`config.mk`:
```
export PLATFORM = sky130hd
export DESIGN_NAME = rcse_ram
export DESIGN_NICKNAME = d
export VERILOG_FILES = /design/src/rcse_ram.sv
export SDC_FILE = /design/constraint.sdc
export NUM_CORES = 1
export LEC_CHECK = 0
export ABC_AREA = 0
export BUFFER_PORTS_ARGS = -buffer_cell sky130_fd_sc_hd__buf_2
export CAP_MARGIN = 10
export CELL_PAD_IN_SITES_DETAIL_PLACEMENT = 1
export CELL_PAD_IN_SITES_GLOBAL_PLACEMENT = 1
export CORE_ASPECT_RATIO = 0.9
export CORE_MARGIN = 1
export CORE_UTILIZATION = 36
export DETAILED_ROUTE_END_ITERATION = 8
export GPL_ROUTABILITY_DRIVEN = 0
export PLACE_DENSITY = 0.6
export SYNTH_ARGS = -nofsm -noshare
export SYNTH_HDL_FRONTEND = slang
export SYNTH_SLANG_ARGS = --single-unit
```
`constraint.sdc`:
```
create_clock -name clk -period 3.3 [get_ports clk]
set_clock_uncertainty 0.1 [all_clocks]
set_input_delay 0.495 -clock clk [delete_from_list [all_inputs] [get_ports clk]]
set_output_delay 0.495 -clock clk [all_outputs]
set_load 0.01 [all_outputs]
```
`src/rcse_ram.sv`:
```
// rcse_ram: generic single-write, single-read memory with registered read data
`timescale 1ns / 1ps
module rcse_ram #(
    parameter int WIDTH = 8,
    parameter int DEPTH = 8
) (
    input  logic                                   clk,
    input  logic                                   we,
    input  logic [((DEPTH > 1) ? $clog2(DEPTH) : 1)-1:0] waddr,
    input  logic [WIDTH-1:0]                       wdata,
    input  logic [((DEPTH > 1) ? $clog2(DEPTH) : 1)-1:0] raddr,
    output logic [WIDTH-1:0]                       rdata
);

    logic [WIDTH-1:0] mem [DEPTH];
    logic [WIDTH-1:0] rdata_reg;

    always_ff @(posedge clk)
    begin
        if (we)
        begin
            mem[waddr] <= wdata;
        end
        rdata_reg <= mem[raddr];
    end

    assign rdata = rdata_reg;

endmodule

```
* After elaboration in Yosys (flattened, before gate mapping)
Memories as Yosys holds them, arrays and structs flattened. A register that Yosys moved wholly into a read port is not among the register bits.
Index checks and enable logic that the tools add are counted.
** Storage, ports and cells
- Bits in writable memories :: 64
- Word-level logic and storage cells :: 3
- Flip-flop bits (word level) :: 0
- Latch bits :: 0
- Memories kept :: 1
- ROM bits :: 0
** Memories
- mem :: words 8, width 8, rd ports 1, clocked after Yosys merged registers in 1, wr ports 1, line 15 : logic [WIDTH-1:0] mem [DEPTH];
** Operators by class
- Eq/ne operators :: 0
- Mux-type cells :: 2
- Bitwise gates (word level) :: 0
- Magnitude comparators :: 0
- Reduce and logical (&&, ||, !) cells :: 0
- Multipliers :: 0
- $add $sub $neg :: 0
- Shifts and indexed selects :: 0
- Divide/modulo/power cells :: 0
** Operator list (count)
- $mux 1 :: 2

* Depth between registers and ports, before layout
Gate-level depths: netlist (run 1).
- Depth after elaboration :: 2
- Mapped depth :: 4
- Mapped depth without buffers :: 2

* Least setup slack after synthesis (run 1)
OpenSTA, ideal clock, no wires.
- Path type :: input -> register
- Start point :: input port waddr[2] (netlist bit)
- End point :: memory mem[0][0], enable pin
- Buffers on the path :: 0
- Arrival :: 1.272 ns
- Setup slack :: 1.544 ns
- Required time :: 2.817 ns
- Cell stages on the path :: 2
- Cell sequence :: nand2b_1 -> nor3_1
** RTL lines
- from (decl) :: line 9 : input logic [((DEPTH > 1) ? $clog2(DEPTH) : 1)-1:0] waddr,
- to (decl) :: line 15
No word-level cell before the write port.

* Worst setup path in the final report (run 1)
- Start point :: input port waddr[2] (netlist bit)
- End point :: memory mem[2][7], enable pin
No word-level cell before the write port.

==> flow_summary.toml, run 1 <==
[status]
status = "finished, final reports clean"

[global_route]
grt_pass1_vias = 1292
antenna_found_initial = 0
grt_pass1_wl_mm = 7.51
grt_use_met3_pct = 4.92
track_usage_pct = 14.2
gr-max-usage-layer = "met2"
grt-ovfl-total = 0
use_met1_pct = 17.0
grt_max_degree = 17
met2_usage_pct = 22.5

[finish]
mostFrequentLayoutCells = "edfxtp_1, buf_2, mux4_1"
drive_above_1_share_pct = 32.0
antenna_cells = 0
layout_commonest_cell = "edfxtp_1"
nets = 161
area_growth_pct = 17.2
largest_reg_flops = 64

[critical_path]
crit_fanout = 8
required_ns = 3.16
r2r_end = "rdata[3]$_DFF_P_"
cp-endpoint = "mem[2][7]$_DFFE_PP_"
cp.arrival_ns = 1.58
endpoint_kind = "register"
ff2ff_path_depth = 2
rrSetupSlack_ns = 1.88
crit_type = "in2reg"
start_kind = "input pin"
reg2reg_from = "mem[3][3]$_DFFE_PP_"
cp-startpoint = "waddr[2]"

[synth]
synth_seq_cells = 72
syn_avg_cell_area_um2 = 23.6
syn_area_um2 = 2690
synthCells = 114
syn-num-nets = 130
ys_types = 14
yosys_warnings = 0
ys_seq_area_share_pct = 77.4

[cts]
htreeDepth = 3
cts_resized = 0
cts_buffers = 9
clk_pin_slew_ns = 0.08
post_cts_buffers = 0
clockBufferDepth = 2
hold_buffers = 0
cts_tree = "yes"
numClockSinks = 72
cts_root_buf = "clkbuf_8"
insertion_delay_ns = 0.34

[placed_design]
dp_hpwl_mm = 3.00
pre_cts_ws_ns = 1.19
port_buffers = 23

[route]
drc = 0
routed-via-count = 1186
drtIter0Drc = 41
drt-total-wl_mm = 4.89
ant_nets = 0
dr.pass1.iters = 4
wire_per_inst_um = 20.1
viasPerCell = 4.88

[power_and_ir_drop]
power_switching_share_pct = 18.6
p_switching_w = 0.000378
internal_power_w = 0.00166
power_frac_comb_pct = 4.8
power_frac_seq_pct = 51.0
vdd_drop_max_mv = 0.278
p_clk_share_pct = 44.2
p_leak_nw = 1.10
power.density_nw_per_um2 = 645

[sta]
finalHoldViolCount = 0
min_period_ns = 1.72
fin_setup_tns_ns = 0
rsz0062_at_grt = "false"
finalSetupViolCount = 0
maxSlewHeadroom_pct = 32.8
worstMarginPinSlew_ns = 1.00
drv_slew = 0
max_freq_mhz = 583
fin_crit_sh_pct = 52.0
setup_slack_ns = 1.58

[floorplanning]
chipWidth_um = 93.1
rows = 29
start_util_pct = 37.7
ios = 24
die_h_um = 84.0
die_area_um2 = 7830
core_um2 = 7150

[job]
max-cap-violations = 0

[worst_hold_path]
hp-class = "in2reg"
[worst max-delay path: stages]
cell	delay [ns]
buf_2	0.10
nand2b_1	0.19
nor2_1	0.79
[power groups by stage]
stage	Combinational (W)	Clock, W	Sequential [W]
detailed placement	0.000101	0	0.00106
CTS	0.000101	0.000920	0.00104
floorplan	0.0000551	0	0.00106
global placement	0.0000950	0	0.00106
global route	0.000108	0.000946	0.00104
finish	0.0000981	0.000899	0.00104
[cell usage after synthesis]
cell	n	area, um2
mux4_2	1	22.5
clkbuf_1	1	3.75
buf_6	1	11.3
nor2_1	6	22.5
buf_12	1	20.0
nor3_1	2	10.0
edfxtp_1	64	1920
nand2_1	2	7.51
buf_2	1	5.00
nand2b_1	3	18.8
mux4_1	15	394
dfxtp_1	8	160
buf_1	1	3.75
mux2_2	8	90.1
[cells by family (layout without fill, tap and decap cells)]
family,count (synthesis),in the layout,share of synthesized area (%)
flip-flops,72,72,77.4
multiplexers,24,24,18.8
AND/OR/NAND/NOR,13,13,2.19
buffers and inverters,5,41,1.63
[how the worst min path moves through the flow]
stage,to,startpoint,slack (ns),cells past startpoint
after floorplan,mem[0][0]$_DFFE_PP_,wdata[0],0.49,0
after global placement,rdata[5]$_DFF_P_,mem[7][5]$_DFFE_PP_,0.55,2
after detailed placement,rdata[3]$_DFF_P_,mem[2][3]$_DFFE_PP_,0.56,2
after CTS,mem[2][6]$_DFFE_PP_,wdata[6],0.31,1
after global routing,mem[5][4]$_DFFE_PP_,wdata[4],0.32,1
final,mem[2][6]$_DFFE_PP_,wdata[6],0.32,1
[per-stage QoR]
step           hold slack (ns)  instance area [um2]  cells  utilization [%]  power (W)
6_report                 0.322                 3150    243             44.1    0.00203
2_1_floorplan            0.494                 2690    114                -    0.00112
5_1_grt                  0.325                 3150    243             44.1    0.00209
4_1_cts                  0.308                 3150    243             44.1    0.00206
3_5_place_dp             0.562                 2890    227             40.5    0.00116
3_3_place_gp             0.553                 2890    227             40.5    0.00115
[cell type report]
type / count / area (um2)
Sequential cell: 72 / 2080
Multi-Input combinational cell: 37 / 566
Fill cell: 655 / 3990
Clock inverter: 5 / 129
Clock buffer: 11 / 131
Timing Repair Buffer: 25 / 130
Tap cell: 93 / 116
[per-layer routing]
metal | part of all wire, % | wire length (um) | up-vias
li1 | - | - | 540
met2 | 50 | 2460 | 28
met5 | 0 | 0 | -
met1 | 44 | 2150 | 610
met4 | 2.1 | 102 | 0
met3 | 3.8 | 184 | 8
Note: power is estimated with default switching activity, not from simulation.
==> inputs of run 2 (changes only) <==
==> constraint.sdc (replaced) <==
create_clock -name clk -period 1.8 [get_ports clk]
set_clock_uncertainty 0.1 [all_clocks]
set_input_delay 0.27 -clock clk [delete_from_list [all_inputs] [get_ports clk]]
set_output_delay 0.27 -clock clk [all_outputs]
set_load 0.01 [all_outputs]
==> flow_summary.toml, run 2 (synthesis gave the netlist of run 1 again) <==
[floorplanning]
ios = 24
die_h_um = 84.0
die_area_um2 = 7830
chipWidth_um = 93.1
rows = 29
start_util_pct = 37.7
core_um2 = 7150

[sta]
finalSetupViolCount = 0
whs_ns = 0.0979
maxSlewHeadroom_pct = 74.8
min_period_ns = 1.37
rsz0062_at_grt = "false"
worstMarginPinSlew_ns = 0.378
fin_crit_sh_pct = 76.1
max_freq_mhz = 730
drv_slew = 0
finalHoldViolCount = 0
fin_setup_tns_ns = 0

[route]
ant_nets = 0
dr.pass1.iters = 4
viasPerCell = 4.86
drtIter0Drc = 55
drt-total-wl_mm = 4.75
drc = 0
routed-via-count = 1216
wire_per_inst_um = 19.0

[cts]
hold_buffers = 0
htreeDepth = 3
cts_buffers = 9
clockBufferDepth = 2
cts_tree = "yes"
numClockSinks = 72
clk_pin_slew_ns = 0.07
cts_resized = 0
post_cts_buffers = 0
cts_root_buf = "clkbuf_8"
insertion_delay_ns = 0.34

[power_and_ir_drop]
power.density_nw_per_um2 = 1060
p_leak_nw = 1.11
vdd_drop_max_mv = 0.450

[critical_path]
cp.arrival_ns = 1.50
cp-startpoint = "mem[3][1]$_DFFE_PP_"
rrSetupSlack_ns = 0.43
start_kind = "register"
endpoint_kind = "register"
required_ns = 1.93
crit_fanout = 1
reg2reg_from = "mem[3][1]$_DFFE_PP_"
crit_type = "reg2reg"

[worst_hold_path]
hp-class = "in2reg"
hp-start = "wdata[6]"

[finish]
antenna_cells = 0
finalNonFillerCells = 250
drive_above_1_share_pct = 35.0
final_util_pct = 44.2
layout_commonest_cell = "edfxtp_1"
area_growth_pct = 17.3
mostFrequentLayoutCells = "edfxtp_1, buf_2, mux4_1"
nets = 168
largest_reg_flops = 64
final_area_um2 = 3160

[job]
max-cap-violations = 0

[placed_design]
dp_hpwl_mm = 3.06
port_buffers = 23
place_inst = 234
dpl_cell_area_um2 = 2960

[global_route]
grt_pass1_vias = 1298
track_usage_pct = 13.8
grt_pass1_wl_mm = 7.31
grt_max_degree = 17
antenna_found_initial = 0
grt-ovfl-total = 0

[status]
status = "finished, final reports clean"
## run 2: changes by cell type in the layout (fill, tap and decap cells not counted), sizes merged
cell and delta:
bufinv -3, clkbuf +2, clkinv +1, buf +7
## run 2: per-stage QoR
step	power (W)	setup WS [ns]
6_report	0.00334	0.431
5_1_grt	0.00348	0.390
4_1_cts	0.00338	0.427
3_5_place_dp	0.00213	0.182
3_3_place_gp	0.00212	0.206
2_1_floorplan	0.00204	0.269
## run 2: path summary, 6_finish.rpt
check             depth (start not counted)             endpoint
setup / recovery                          2     rdata[1]$_DFF_P_
hold / removal                            1  mem[3][6]$_DFFE_PP_
setup reg to reg                          2     rdata[1]$_DFF_P_
hold reg to reg                           2     rdata[5]$_DFF_P_
## run 2: critical path: stages, from the launching register on
cell,delay (ns)
edfxtp_1,0.37
mux4_1,0.52
mux2_2,0.27
## run 2: metal layers
metal / global-route usage, % / part of all wire (%)
met1: 16.3 / 42
met5: 0 / 0
met3: 3.73 / 3.6
met2: 22.7 / 53
met4: 7.55 / 1.9
## run 2: report_power, final
| group | internal [W] | leakage, nW | switching, W |
|---|---|---|---|
| clock | 0.000712 | 0.103 | 0.000540 |
| combinational | 0.0000947 | 0.360 | 0.0000952 |
| sequential | 0.00189 | 0.649 | 0.0000144 |
## run 2: final cells by class
type	count	area, um2
Tap cell	93	116
Clock inverter	3	40.0
Timing Repair Buffer	32	195
Multi-Input combinational cell	37	566
Clock buffer	13	159
Fill cell	673	3990
Sequential cell	72	2080
