### src/rcse_pkg.sv
// rcse_pkg: shared constants, types and state codes of the relative clock skew estimator
`timescale 1ns / 1ps
package rcse_pkg;

    localparam int LT_W          = 48;
    localparam int SKEW_W        = 32;
    localparam int FRAC_W        = 28;
    localparam int WEIGHT_W      = 16;
    localparam int WINDOW_POINTS = 8;
    localparam int WIN_AW        = (WINDOW_POINTS > 1) ? $clog2(WINDOW_POINTS) : 1;
    localparam int FILL_W        = $clog2(WINDOW_POINTS + 1);
    localparam int SUM_W         = LT_W + WIN_AW;
    localparam int SXY_W         = 2 * LT_W + WIN_AW;
    localparam int CHUNK_W       = (SUM_W + 1) / 2;
    localparam int OPA_W         = 4 * CHUNK_W;
    localparam int OPB_W         = 2 * CHUNK_W;
    localparam int ACC_W         = 2 * LT_W + 2 * WIN_AW + 1;
    localparam int DIV_STEPS     = ACC_W + FRAC_W;
    localparam int DIV_CW        = $clog2(DIV_STEPS);
    localparam int CFG_W         = WEIGHT_W;
    localparam int PT_W          = 2 * LT_W;

    localparam logic [SKEW_W-1:0]   ONE_Q28      = SKEW_W'(64'd1 << FRAC_W);
    localparam logic [SKEW_W-1:0]   SAT_POS      = {1'b0, {(SKEW_W-1){1'b1}}};
    localparam logic [SKEW_W-1:0]   SAT_NEG      = {1'b1, {(SKEW_W-1){1'b0}}};
    localparam logic [WEIGHT_W-1:0] WEIGHT_RESET = {1'b1, {(WEIGHT_W-1){1'b0}}};

    // register indexes of the configuration port
    localparam logic CFG_IDX_MODE   = 1'b0;
    localparam logic CFG_IDX_WEIGHT = 1'b1;

    // control of the shared multiply-accumulate unit
    typedef struct packed {
        logic       load;
        logic       issue;
        logic       sub;
        logic       quad;
        logic [1:0] step;
    } mac_ctl_t;

    typedef enum logic [16:0] {
        ST_IDLE      = 17'h00001,
        ST_ONE_RD    = 17'h00002,
        ST_ONE_USE   = 17'h00004,
        ST_SW_RD     = 17'h00008,
        ST_SW_MUL    = 17'h00010,
        ST_SW_END    = 17'h00020,
        ST_SW_SAVE   = 17'h00040,
        ST_FORM      = 17'h00080,
        ST_FORM_END  = 17'h00100,
        ST_FORM_SAVE = 17'h00200,
        ST_CHECK     = 17'h00400,
        ST_DIV       = 17'h00800,
        ST_BL_INIT   = 17'h01000,
        ST_BLEND     = 17'h02000,
        ST_BL_END    = 17'h04000,
        ST_BL_SAVE   = 17'h08000,
        ST_STORE     = 17'h10000
    } state_t;

endpackage

### src/rcse_mac.sv
// rcse_mac: shared chunked multiplier with a registered product and a wide accumulator
`timescale 1ns / 1ps
module rcse_mac (
    input  logic                       clk,
    input  logic                       rst_n,
    input  rcse_pkg::mac_ctl_t         ctl,
    input  logic [rcse_pkg::ACC_W-1:0] init,
    input  logic [rcse_pkg::OPA_W-1:0] opa,
    input  logic [rcse_pkg::OPB_W-1:0] opb,
    output logic [rcse_pkg::ACC_W-1:0] acc
);

    logic [1:0]                       ia;
    logic                             ib;
    logic [rcse_pkg::CHUNK_W-1:0]     a_chunk;
    logic [rcse_pkg::CHUNK_W-1:0]     b_chunk;
    logic [2*rcse_pkg::CHUNK_W-1:0]   prod;
    logic [2*rcse_pkg::CHUNK_W-1:0]   prod_reg;
    logic [1:0]                       sh_reg;
    logic                             sub_reg;
    logic                             pend_reg;
    logic [rcse_pkg::ACC_W-1:0]       term;
    logic [rcse_pkg::ACC_W-1:0]       acc_reg;
    logic [rcse_pkg::ACC_W-1:0]       acc_next;

    // quad: four chunks of a against the low chunk of b; pair: two by two
    assign ia      = ctl.quad ? ctl.step : {1'b0, ctl.step[0]};
    assign ib      = ctl.quad ? 1'b0 : ctl.step[1];
    assign a_chunk = opa[ia*rcse_pkg::CHUNK_W +: rcse_pkg::CHUNK_W];
    assign b_chunk = opb[ib*rcse_pkg::CHUNK_W +: rcse_pkg::CHUNK_W];
    assign prod    = a_chunk * b_chunk;

    assign term = {{(rcse_pkg::ACC_W-2*rcse_pkg::CHUNK_W){1'b0}}, prod_reg}
                  << (rcse_pkg::CHUNK_W * sh_reg);

    always_comb
    begin
        acc_next = acc_reg;
        if (ctl.load)
        begin
            acc_next = init;
        end
        else if (pend_reg)
        begin
            acc_next = sub_reg ? (acc_reg - term) : (acc_reg + term);
        end
    end

    always_ff @(posedge clk or negedge rst_n)
    begin
        if (!rst_n)
        begin
            pend_reg <= 1'b0;
        end
        else
        begin
            pend_reg <= ctl.issue;
        end
    end

    always_ff @(posedge clk)
    begin
        prod_reg <= prod;
        sh_reg   <= ia + {1'b0, ib};
        sub_reg  <= ctl.sub;
        acc_reg  <= acc_next;
    end

    assign acc = acc_reg;

endmodule

### config.mk
export PLATFORM = sky130hd
export DESIGN_NAME = rcse_mac
export DESIGN_NICKNAME = d
export VERILOG_FILES = /design/src/rcse_pkg.sv /design/src/rcse_mac.sv
export SDC_FILE = /design/constraint.sdc
export NUM_CORES = 2
export LEC_CHECK = 0
export BUFFER_PORTS_ARGS = -buffer_cell sky130_fd_sc_hd__buf_2
export CORE_MARGIN = 3
export CORE_UTILIZATION = 57
export CTS_CLUSTER_SIZE = 25
export DETAILED_ROUTE_END_ITERATION = 12
export PLACE_DENSITY = 0.78
export REMOVE_ABC_BUFFERS = 1
export SKIP_LAST_GASP = 1
export SLEW_MARGIN = 20
export SYNTH_ARGS = -nofsm -noshare
export SYNTH_HDL_FRONTEND = slang
export SYNTH_SLANG_ARGS = --single-unit
### constraint.sdc
create_clock -name clk -period 8.27 [get_ports clk]
set_clock_uncertainty 0.15 [all_clocks]
set_input_delay 0.827 -clock clk [delete_from_list [all_inputs] [get_ports clk]]
set_output_delay 0.827 -clock clk [all_outputs]
set_load 0.1 [all_outputs]
; ---- After elaboration in Yosys (flattened, before gate mapping)
; Index checks and enable logic that the tools add are counted.
[op_classes]
reduce_logical = 1
addsub = 3
n_shift = 3
mul = 4
n_mux = 5
[op_table]
columns = cell, n
row1 = 103-bit 2-to-1 mux, 3
row2 = 104-bit by 8-bit indexed part select with 26-bit output, 1
row3 = 103-bit adder, 1
row4 = 52-bit by 7-bit left shift with 103-bit output, 1
row5 = 103-bit subtractor, 1
row6 = 26-bit by 26-bit multiplier with 52-bit output, 1
row7 = 52-bit by 7-bit indexed part select with 26-bit output, 1
row8 = "2-bit by 4-bit multiplier with 6-bit output, second input constant", 1
row9 = "4-bit by 2-bit multiplier with 6-bit output, first input constant", 1
row10 = "1-bit by 4-bit multiplier with 5-bit output, second input constant", 1
row11 = 2-bit by 1-bit adder with 2-bit output, 1
row12 = 2-bit 2-to-1 mux, 1
row13 = 2-bit nonzero test, 1
row14 = 1-bit 2-to-1 mux, 1
[word_totals]
ff_bits = 159
input_bits = 267
out_inout_bits = 103
elab_cells = 21

; ---- Depth between registers and ports, before layout
[logic_depth]
ltp_word = 6
depth_mapped = 39
depth_no_buf = 31

; ---- Worst setup path after synthesis
; No wires, ideal clock.
[synth_timing]
kind = input port to flip-flop
from = in ctl[2] (netlist name)
to = reg prod_reg[41] (netlist name)
cell_stages = 29
t_required_ns = 8.048
t_arrival_ns = 8.428
setup_time_ns = 0.072
path_buffers = 3
slack_ns = -0.380
cell_sequence = nand2b_1 -> clkbuf_1 -> buf_1 -> mux2i_1 -> clkbuf_1 -> nor2_1 -> fa_1 -> inv_1 -> fa_1 -> inv_1 -> fa_1 -> fa_1 -> fa_1 -> fa_1 -> inv_1 -> fa_1 -> inv_1 -> ha_1 -> a21o_1 -> a21o_1 -> a21o_1 -> a21o_1 -> a221o_1 -> o21ai_0 -> a21oi_1 -> a31oi_1 -> nand2b_1 -> a21oi_1 -> xnor2_1
[synth_via]
elab_chain_cells = 4
word_cells_on_any_way = 7
classes_between = mul (3) / shift (2) / mux (2)
[synth_rtl]
columns = element, line
row1 = start: declaration, rcse_mac.sv:6  ; input rcse_pkg::mac_ctl_t ctl,
row2 = 2-bit 2-to-1 mux / 1-bit 2-to-1 mux (equally long branches), "rcse_mac.sv:27, rcse_mac.sv:28"
row3 = 2-bit by 4-bit multiplier with 6-bit output / 1-bit by 4-bit multiplier with 5-bit output (equally long branches), "rcse_mac.sv:29, rcse_mac.sv:30"
row4 = 104-bit by 8-bit indexed part select with 26-bit output / 52-bit by 7-bit indexed part select with 26-bit output (equally long branches), "rcse_mac.sv:29, rcse_mac.sv:30"
row5 = 26-bit by 26-bit multiplier with 52-bit output *, rcse_mac.sv:31  ; assign prod = a_chunk * b_chunk;
row6 = "net prod, one bit", rcse_mac.sv:17  ; logic [2*rcse_pkg::CHUNK_W-1:0] prod;
row7 = end signal: assignment, rcse_mac.sv:63  ; prod_reg <= prod;
row8 = end: declaration, rcse_mac.sv:18  ; logic [2*rcse_pkg::CHUNK_W-1:0] prod_reg;
; Mark *: on every way through the listed nets, which the timed path passes. The rest lies on a longest branch.
; A chain may end at the register's enable or synchronous reset.

; ---- Worst setup path in the final report
[layout_timing]
from = in ctl[1] (netlist name)
to = reg prod_reg[47] (netlist name)
; Same word-level chain as after synthesis.

==> impl_summary.txt <==
----------------------------------------------------
[Status]
  Status ... completed

[Logic synthesis]
  Top area cells in the synthesized netlist ... sky130_fd_sc_hd__fa_1, sky130_fd_sc_hd__ha_1, sky130_fd_sc_hd__edfxtp_1, sky130_fd_sc_hd__nand2_1, sky130_fd_sc_hd__inv_1
  Share of Yosys cell area claimed by the top area cell type ... 0.279
  #FFs+latches synth ... about 160
  Dominant combinational cell family by area after synthesis ... adder cells
  Part of the Yosys area used for sequential elements ... 0.102
  Warnings from Yosys ... 0
  Proportion of register bits with asynchronous set or reset after synthesis ... 0.00629
  Synth unique cells ... 97
  Synth Area in XOR/XNOR ... 0.0498
  Simple-Gate Fraction of Synth Area ... 0.180
  Synth Flop Type ... sky130_fd_sc_hd__edfxtp_1
  Synthesized area divided by synthesized cell count ... approximately 8.1 sq um
  Adder-Cell Fraction of Synth Area ... 0.369
  Most common library cells after synthesis ... sky130_fd_sc_hd__nand2_1, sky130_fd_sc_hd__inv_1, sky130_fd_sc_hd__fa_1
  Compound-cell area share of the yosys netlist ... 0.152
  Mux contribution to synthesized area ... 0.0566
  Count of flip-flops with a built-in enable after synthesis ... approximately 100
  Netlist Area Pre-Place ... 41300 sq um
  Gate count after technology mapping ... 5120
  Most common cell in the netlist ... sky130_fd_sc_hd__nand2_1
  Cell type with the highest aggregate area in the netlist ... sky130_fd_sc_hd__fa_1

[STA]
  RSZ-0062 raised after global routing ... false
  Max-slew violations ... 0
  Maximum clock frequency ... about 130 MHz
  Fraction of the cycle the final worst path needs ... 0.967
  Minimum clock period ... 7.99 ns
  Number of setup violations in the final report ... 0
  Transition at the pin with the smallest max-transition slack ... around 1.1 ns
  Count of endpoints failing hold in the final timing report ... 0
  Worst slew margin relative to its limit ... 0.299

[Route]
  First-iteration detailed-routing DRC count ... 3951
  Number of nets still failing antenna checks after routing ... 0
  Detailed Route WL ... roughly 160 mm
  Detailed Routing Iterations Pass 1 ... 8
  Residual DRC count ... 0
  Avg Vias per Cell ... slightly above 6
  Vias after detailed routing ... around 40000
  Average routed wire per standard cell ... about 24 um

[Final layout]
  Ratio of cells with drive above 1 in the final layout ... 0.179
  Area used by multi-input combinational logic ... between 30000 and 40000 sq um
  Layout area overhead ... 15.1%
  Register area ... roughly 4200 sq um
  Post-route cell area ... ~48000 sq um
  Number of flip-flops under the largest register name ... around 100
  Nets@finish ... between 6000 and 7000
  FILL cells ... approximately 6000

[Worst hold path]
  Hold Path Class ... in2reg

[Worst setup path]
  Endpoint kind of the worst setup timing path ... flop
  WP data arrival ... 8.25 ns
  Worst-path maximum fanout ... 34
  Nature of the critical path startpoint ... input port
  Critical path's most frequent cell ... sky130_fd_sc_hd__fa_1
  Max incr delay on CP ... ~0.6 ns
  Data required, critical path ... about 8.5 ns
  Critical Path Slowest Stage Cell ... sky130_fd_sc_hd__fa_1
  Class of the most critical setup path ... in2reg

[Floorplan]
  Placement Rows ... 98
  I/O pin count ... between 300 and 400
  Die extent in x ... roughly 280 um
  Starting density of the core ... 0.577
  Area of the die ... roughly 76000 sq um
  Core ar. ... slightly above 70000 sq um
  Die Y-Extent ... between 200 and 300 um

[Run]
  Maximum Capacitance Violations ... 0

[GRT]
  Largest net degree at the start of global routing ... between 80 and 90
  Global-route wire length before repair ... ~240 mm
  Antenna violations before repair ... 4
  Via count of the first global-routing pass ... between 40000 and 50000
  Overall overflow remaining after global route ... 0
  Global-route usage over all layers ... 0.418

[CTS]
  Max clock buf depth ... 2
  Clock root buffer master ... sky130_fd_sc_hd__clkbuf_16
  Post-CTS clock slew at the launch and capture registers of the worst setup and hold paths ... roughly 0.080 ns
  Deepest level of the CTS H-tree ... 4
  Number of CTS-inserted buffers ... 17
  Clock tree from TritonCTS ... done
  Latest clock arrival within the worst-skew pair ... ~0.48 ns
  Number of clock sinks seen by CTS ... roughly 160

[Placement]
  Post-Place Cell Area ... 46800 sq um
  Placer Congestion ... approximately 1.1
  Count of input and output buffers ... 369
  Post-DP HPWL ... about 130 mm

----------------------------------------------------
-- final timing paths --
kind | to | start | cells after the start | slack [ns]
max reg2reg | acc[98] | sh_reg[0] | 29 | 0.51
max | prod_reg[47] | ctl[1] | 30 | 0.28
max in group asynchronous | pend_reg | rst_n | 2 | 7.36
min reg2reg | acc[0] | acc[0] | 3 | 0.68
min | pend_reg | ctl[4] | 1 | 0.30
min in group asynchronous | pend_reg | rst_n | 2 | 0.53
-- worst max-delay path, delay by kind of cell --
family	cells	cell delay (ns)
buf+inv	8	1.17
compound gates	5	0.99
xor+xnor	1	0.16
fa+ha+maj	8	3.89
simple gates	8	1.20
-- repair_timing --
| item | 4_1_cts | 5_1_grt |
|---|---|---|
| setup endpoints to repair | 3 | 30 |
| gates cloned | 0 | 0 |
| resized for setup | 2 | 40 |
| hold buffers | 1 | 0 |
| endpoints found under the hold margin | 1 | 0 |
| setup buffers | 0 | 3 |
| pin swaps | 0 | 10 |
-- cell type report --
type	count	area share
diodes	1	0.0000526
well taps	950	0.0250
inverters	686	0.0542
clock buffers	17	0.00895
repair buffers	819	0.115
flip-flops and latches	159	0.0889
clock inverters	15	0.00313
multi-input cells	3979	0.704
-- layout by cell type, fill, tap and decap left out, drive strengths merged, types with 33 or more instances in the layout --
master,synthesis,final
xnor2,142,142
mux4,36,36
o21ai,253,253
edfxtp,103,103
buf,53,818
mux2i,82,82
nand4,43,43
inv,684,692
nor2,572,572
a21oi,265,265
dfxtp,55,55
o21a,47,47
a31oi,49,49
nand2,714,714
mux2,62,62
nand3,82,82
xor2,92,92
a21o,92,92
and3,33,33
nor3,66,66
fa,575,575
ha,297,297
-- stage by stage --
stage	cells	hold WS, ns	util	TNS, ns	setup slack (ns)
5_1_grt	6626	0.303	0.664	0	0.00733
2_1_floorplan	4824	0.381	-	-275.03	-3.82
3_5_place_dp	6589	0.454	0.653	-5.57	-0.558
4_1_cts	6622	0.281	0.661	-0.0203	-0.0203
6_report	6626	0.301	0.664	0	0.275
3_3_place_gp	6589	0.452	0.653	-4.55	-0.416
-- routing by layer --
metal / track usage / part of all wire / vias up
li1: - / - / 18064
met1: 0.487 / 0.36 / 19358
met2: 0.697 / 0.47 / 2464
met3: 0.0839 / 0.091 / 618
met4: 0.289 / 0.084 / 6
met5: 0 / 0.00026 / -
-- kinds of logic after synthesis --
kind of cell / count (synthesis)
AO/OA/AOI/OAI: 989
flip-flops: 159
adder cells (fa/ha/maj): 872
buffers and inverters: 982
AND/OR/NAND/NOR: 1704
XOR/XNOR: 234
multiplexers: 180
Power is not shown: default switching activity piles up to over one toggle a cycle in this logic, so the estimate is an artifact.
